## config.mk

```make
export PLATFORM = sky130hd
export DESIGN_NAME = pmc_cell
export DESIGN_NICKNAME = d
export VERILOG_FILES = /design/src/rtl/assert_macros.svh /design/src/rtl/pmc_pkg.sv /design/src/rtl/pmc_cell.sv
export SDC_FILE = /design/constraint.sdc
export NUM_CORES = 1
export LEC_CHECK = 0
export ABC_AREA = 1
export BUFFER_PORTS_ARGS = -buffer_cell sky130_fd_sc_hd__buf_2
export CAP_MARGIN = 20
export CORE_ASPECT_RATIO = 0.8
export CORE_MARGIN = 2
export CORE_UTILIZATION = 47
export CTS_CLUSTER_DIAMETER = 50
export DETAILED_ROUTE_END_ITERATION = 10
export HOLD_SLACK_MARGIN = 0.12
export PLACE_DENSITY = 0.78
export SYNTH_ARGS = -nofsm -noshare
export SYNTH_HDL_FRONTEND = slang
export SYNTH_SLANG_ARGS = --single-unit
```

## constraint.sdc

```tcl
create_clock -name clk -period 2.07 [get_ports clk]
set_input_delay 0.414 -clock clk [delete_from_list [all_inputs] [get_ports clk]]
set_output_delay 0.414 -clock clk [all_outputs]
set_load 0.01 [all_outputs]
```

## src/rtl/assert_macros.svh

```systemverilog
// Assertion macros shared by the path MTU cache RTL.
// Needs clk and rst_n in the scope where a macro is used.
`ifndef ASSERT_MACROS_SVH
`define ASSERT_MACROS_SVH

// Same-cycle implication, disabled while reset is held.
`define PMC_ASSERT_NOW(lbl, ante, cons, msg) \
  lbl: assert property (@(posedge clk) disable iff (!rst_n) (ante) |-> (cons)) \
    else $error(msg);

// Next-cycle implication, disabled while reset is held.
`define PMC_ASSERT_NEXT(lbl, ante, cons, msg) \
  lbl: assert property (@(posedge clk) disable iff (!rst_n) (ante) |=> (cons)) \
    else $error(msg);

`endif

```

## src/rtl/pmc_pkg.sv

```systemverilog
`timescale 1ns / 1ps
// Package for the path MTU cache: sizes, opcodes, register indexes and the
// scan, request and write-command types passed between the cells and the core.
package pmc_pkg;

  localparam int ENTRIES = 16;
  // wide enough for any entry index in the supported range (up to 256 entries)
  localparam int IDX_W   = 8;

  localparam logic [1:0] OP_LOOKUP = 2'd0;
  localparam logic [1:0] OP_UPDATE = 2'd1;
  localparam logic [1:0] OP_FLUSH  = 2'd2;

  localparam logic REG_MIN_MTU  = 1'b0;
  localparam logic REG_LIFETIME = 1'b1;

  localparam logic [15:0] MIN_MTU_RST  = 16'd68;
  localparam logic [39:0] LIFETIME_RST = 40'd600000000000;

  // Record that walks down the chain, one cell per cycle.
  typedef struct packed {
    logic             valid;
    logic             matched;
    logic [IDX_W-1:0] match_idx;
    logic             match_live;
    logic [15:0]      match_mtu;
    logic             have_free;
    logic [IDX_W-1:0] free_idx;
    logic [IDX_W-1:0] oldest_idx;
    logic [63:0]      oldest_exp;
  } scan_t;

  // Operands held by the core for the whole scan.
  typedef struct packed {
    logic [31:0] dest;
    logic [63:0] now;
  } req_t;

  // Write command broadcast to every cell at the end of a scan.
  typedef struct packed {
    logic             flush;
    logic             wr_exp;
    logic             wr_dest;
    logic             wr_mtu;
    logic [IDX_W-1:0] idx;
    logic [15:0]      mtu;
    logic [63:0]      exp;
  } cmd_t;

endpackage

```

## src/rtl/pmc_cell.sv

```systemverilog
`timescale 1ns / 1ps
// One cache entry with its stage of the scan chain.
// Depends on pmc_pkg for the scan, request and command types.
module pmc_cell #(
  parameter int IDX = 0
) (
  input  logic           clk,
  input  logic           rst_n,
  input  pmc_pkg::req_t  req,
  input  pmc_pkg::scan_t scan_in,
  input  pmc_pkg::cmd_t  cmd,
  output pmc_pkg::scan_t scan_out
);

  localparam logic [pmc_pkg::IDX_W-1:0] MY_IDX = IDX[pmc_pkg::IDX_W-1:0];

  logic [31:0]    dest_r;
  logic [15:0]    mtu_r;
  logic [63:0]    exp_r;
  pmc_pkg::scan_t scan_r;
  pmc_pkg::scan_t scan_nxt;

  logic in_use;
  logic is_match;
  logic is_dead;

  assign in_use   = (exp_r != 64'd0);
  assign is_match = in_use && (dest_r == req.dest);
  assign is_dead  = !in_use || (req.now >= exp_r);

  always_comb begin
    scan_nxt = scan_in;
    // first match stops the search; later cells pass the record through
    if (!scan_in.matched) begin
      if (is_match) begin
        scan_nxt.matched    = 1'b1;
        scan_nxt.match_idx  = MY_IDX;
        scan_nxt.match_live = (req.now < exp_r);
        scan_nxt.match_mtu  = mtu_r;
      end else if (is_dead) begin
        if (!scan_in.have_free) begin
          scan_nxt.have_free = 1'b1;
          scan_nxt.free_idx  = MY_IDX;
        end
      end else if (exp_r < scan_in.oldest_exp) begin
        scan_nxt.oldest_exp = exp_r;
        scan_nxt.oldest_idx = MY_IDX;
      end
    end
  end

  always_ff @(posedge clk) begin
    if (!rst_n) begin
      scan_r.valid <= 1'b0;
    end else begin
      scan_r.valid <= scan_in.valid;
    end
    if (scan_in.valid) begin
      scan_r.matched    <= scan_nxt.matched;
      scan_r.match_idx  <= scan_nxt.match_idx;
      scan_r.match_live <= scan_nxt.match_live;
      scan_r.match_mtu  <= scan_nxt.match_mtu;
      scan_r.have_free  <= scan_nxt.have_free;
      scan_r.free_idx   <= scan_nxt.free_idx;
      scan_r.oldest_idx <= scan_nxt.oldest_idx;
      scan_r.oldest_exp <= scan_nxt.oldest_exp;
    end
  end

  always_ff @(posedge clk) begin
    if (!rst_n || cmd.flush) begin
      dest_r <= 32'd0;
      mtu_r  <= 16'd0;
      exp_r  <= 64'd0;
    end else if (cmd.idx == MY_IDX) begin
      if (cmd.wr_exp) begin
        exp_r <= cmd.exp;
      end
      if (cmd.wr_dest) begin
        dest_r <= req.dest;
      end
      if (cmd.wr_mtu) begin
        mtu_r <= cmd.mtu;
      end
    end
  end

  assign scan_out = scan_r;

endmodule

```

== Word-level counts from Yosys, hierarchy flattened ==
Index checks and enable logic that the tools add are counted.

* Order comparisons: 3
* Equal/unequal tests: 1
* Mux-type cells: 7
* Reduce and logical (&&, ||, !) cells: 10

{| class="wikitable"
|+ Operators by type and width
! operator !! count
|-
| $mux 72 || 2
|-
| $lt 64x64->1 || 2
|-
| $mux 106 || 1
|-
| $mux 81 || 1
|-
| $ge 64x64->1 || 1
|-
| $reduce_bool 64->1 || 1
|-
| $eq 32x32->1 || 1
|-
| $mux 26 || 1
|-
| $mux 9 || 1
|-
| $logic_not 8->1 || 1
|-
| $mux 8 || 1
|-
| $reduce_and 2->1 || 3
|-
| $logic_not 1->1 || 2
|-
| $logic_or 1x1->1 || 2
|-
| $logic_and 1x1->1 || 1
|}

* Register bits: 220
* Bits of input ports: 298
* Output and inout port bits: 108
* Logic and storage cells: 33

== Depth between registers and ports, before layout ==
* Depth in word-level cells: 6
* Gate-level depth with buffers: 19
* Depth with buffers taken out: 18

== Worst setup path after synthesis ==
Ideal clock, no wire load.

* Path type: input-to-reg
* Start point: input port req[63] in the netlist's numbering
* End point: register scan_r, in the netlist scan_out[72], data pin
* Setup time: 0.251 ns
* Arrival time: 1.941 ns
* Data required time: 1.819 ns
* Path slack: -0.122 ns
* Stages: 11
* Buffers on the path: 0
* Path through: ha_1 nand2_1 nor2_1 nand2_1 nor2_1 nand2_1 o21a_1 nand3_1 nand3_1 nand2_1 inv_1

{| class="wikitable"
|+ RTL lines
! what !! line !! source
|-
| from (decl) || pmc_cell.sv:9 || <nowiki>input pmc_pkg::req_t req,</nowiki>
|-
| to (decl) || pmc_cell.sv:20 || <nowiki>pmc_pkg::scan_t scan_r;</nowiki>
|}

==> reports/metrics.cfg <==
[setup_path]
cp.arrival_ns=2.71
worst_ep_required_time_ns=2.36
cp_max_fo=13
critPathLaunchType=register
worst_setup_path_end_kind=register
reg2regPathDepth=14
criticalPathCategory=reg2reg

[place]
place_ws_ns=-0.564
portBuffers=405
dp_hpwl_mm=30.5
placedInstanceArea_mm2=0.0159
gp_congestion=0.906

[global_route]
grt_use_total_pct=29.0
grt_pass1_vias=12700
overflow=0
grt_first_pass_wirelength_mm=64.8
antenna_found_initial=15
grt_max_degree=75

[routing]
drt-total-wl_mm=45.8
drtAntennaViolNets=0
vias=13400
drtIter0Drc=955
wire_per_inst_um=18.0
drt_pass1_iterations=5
vias_per_cell=5.28
drc=0

[sta]
fmax_mhz=414
finalCritPeriodShare_pct=117
fin_ws_ns=-0.348
maxSlewViolCount=0
maxSlewHeadroom_pct=67.8
min_period_ns=2.42
rsz0062_at_grt=yes
worstMarginPinSlew_ns=0.483
hold_viol=0
whs_ns=0.142
finalSetupTns_ns=-24.08
finClkSkew_ns=0.0128
setup_violations=94

[synthesis]
async_reset_ff_share_pct=0
syn_inst=1589
synth_flop_cell=dfxtp_1
ys_seq_area_share_pct=43.6
syn_area_per_cell_um2=7.91
ys_ff_latch=220
synth_edf_count=107
synth_area_mm2=0.0126
synth_fp_nets=2014
yosys.cell_types.count=31
yosysWarnings=0

[finish]
mostFrequentLayoutCells=404 x buf_2, 368 x nand2_1, 191 x inv_1, 125 x nor2_1, 115 x buf_4
utilization_pct=73.1
final_common_cell=buf_2
fin_nets=2573
drive_gt1_share_pct=43.3
final_cell_area_mm2=0.0192
synthToLayoutAreaGrowth_pct=52.8

[pwr]
p_sw_mw=2.85
peakVddDrop_uv=669
pwr-share-clk_pct=45.8
p_comb_share_pct=12.6
p_int_mw=8.55
switching_share_pct=25.0
seq_power_share_pct=41.6
leakagePower_nw=9.28
power.density_mw_per_mm2=594

[clocking]
htreeDepth=1
cts-buffers-inserted=29
clk_latency_ns=0.55
cts.sinks=220
clock-root-buffer=clkbuf_16
cts_buffer_depth=3
path_clk_slew_ns=0.06
cts_tree=built

[floorplanning]
core_mm2=0.0263
start_util_pct=47.9
die_w_um=187
io_pins=406
dieArea_mm2=0.0281
die_h_um=150
placementRows=53

[min_path]
hold_class=in2reg
hold_depth=3

[status]
failed_checks=setup timing
status=finished with violations

[job]
max-cap-violations=0

[Yosys cell counts (11+ instances only)]
cell type | count | area [um^2]
ha_1 | 127 | 1590
o21ai_0 | 13 | 65.1
a21oi_1 | 85 | 425
nor2_1 | 158 | 593
edfxtp_1 | 107 | 3210
nand2_1 | 470 | 1760
dfxtp_1 | 113 | 2260
clkbuf_1 | 42 | 158
inv_1 | 223 | 837
a211oi_1 | 84 | 631
nand3_1 | 88 | 440
xnor2_1 | 12 | 105
nand4_1 | 11 | 68.8
[layer usage]
metal	vias to the layer above	share of wire [%]	track usage, %
met5	-	0.046	0
met4	4	6.3	16.7
met3	202	8.2	5.31
met2	747	46	47.5
li1	6346	-	-
met1	6133	39	36.4
[cells by family (layout without fill, tap and decap cells)]
family / after synthesis / in the layout / synth area share (%)
buffers and inverters: 287 / 868 / 9.07
AOI/OAI and AO/OA: 200 / 200 / 9.99
DFF: 220 / 220 / 43.6
and+or+nand+nor: 743 / 743 / 23.9
other: 0 / 18 / 0
xor gates and xnor gates: 12 / 12 / 0.836
adders and majority gates: 127 / 127 / 12.6
[per-stage QoR]
| step | power (mW) | std cells |
|---|---|---|
| global placement | 5.97 | 2412 |
| CTS | 11.3 | 2509 |
| finish | 11.4 | 2545 |
| detailed placement | 6.01 | 2412 |
| floorplan | 5.33 | 1589 |
| global route | 11.8 | 2540 |
[registers in the layout (all words and copies together) (netlist names)]
signal    count
exp_r        64
dest_r       32
mtu_r        16
scan_out    108
[critical path: stages, from the launching register on]
cell and delay (ns):
dfxtp_2 0.32, buf_4 0.13, ha_1 0.29, a21oi_1 0.17
o21ai_0 0.14, a21oi_1 0.15, nand2_1 0.07, nand2_1 0.09
nand2_2 0.10, nand2_4 0.10, nand4_4 0.13, buf_12 0.19
buf_12 0.15, nand2_1 0.07, nand2_1 0.06
[layout make-up]
type	instances	area (um^2)
well taps	357	447
multi-input cells	1082	7370
diodes	18	45.0
clock inverters	17	191
clock buffers	36	815
flip-flops and latches	220	5560
repair buffers	584	3900
fillers	1869	7050
repair inverters	1	11.3
inverters	230	873
[path summary, 6_finish.rpt]
kind / from / slack (ns) / to
min reg2reg: dest_r[13] / 0.48 / dest_r[13]
min: scan_in[103] / 0.14 / scan_out[103]
max: exp_r[9] / -0.35 / scan_out[19]
max reg2reg: exp_r[9] / -0.35 / scan_out[19]
[what timing repair did]
action | 4_1_cts | 5_1_grt
setup endpoints to repair | 106 | 106
endpoints found under the hold margin | 27 | 0
buffers inserted | 14 | 13
pin swaps | 39 | 54
hold buffers | 27 | 0
gates cloned | 5 | 6
gates resized for setup | 144 | 252
[power groups by stage]
stage	logic, mW	registers (mW)	clock network, mW
4_1_cts	1.28	4.75	5.25
2_1_floorplan	0.403	4.92	0
3_5_place_dp	1.16	4.85	0
6_report	1.44	4.74	5.22
3_3_place_gp	1.13	4.84	0
5_1_grt	1.56	4.76	5.44
Power figures use the tool's default switching activity.
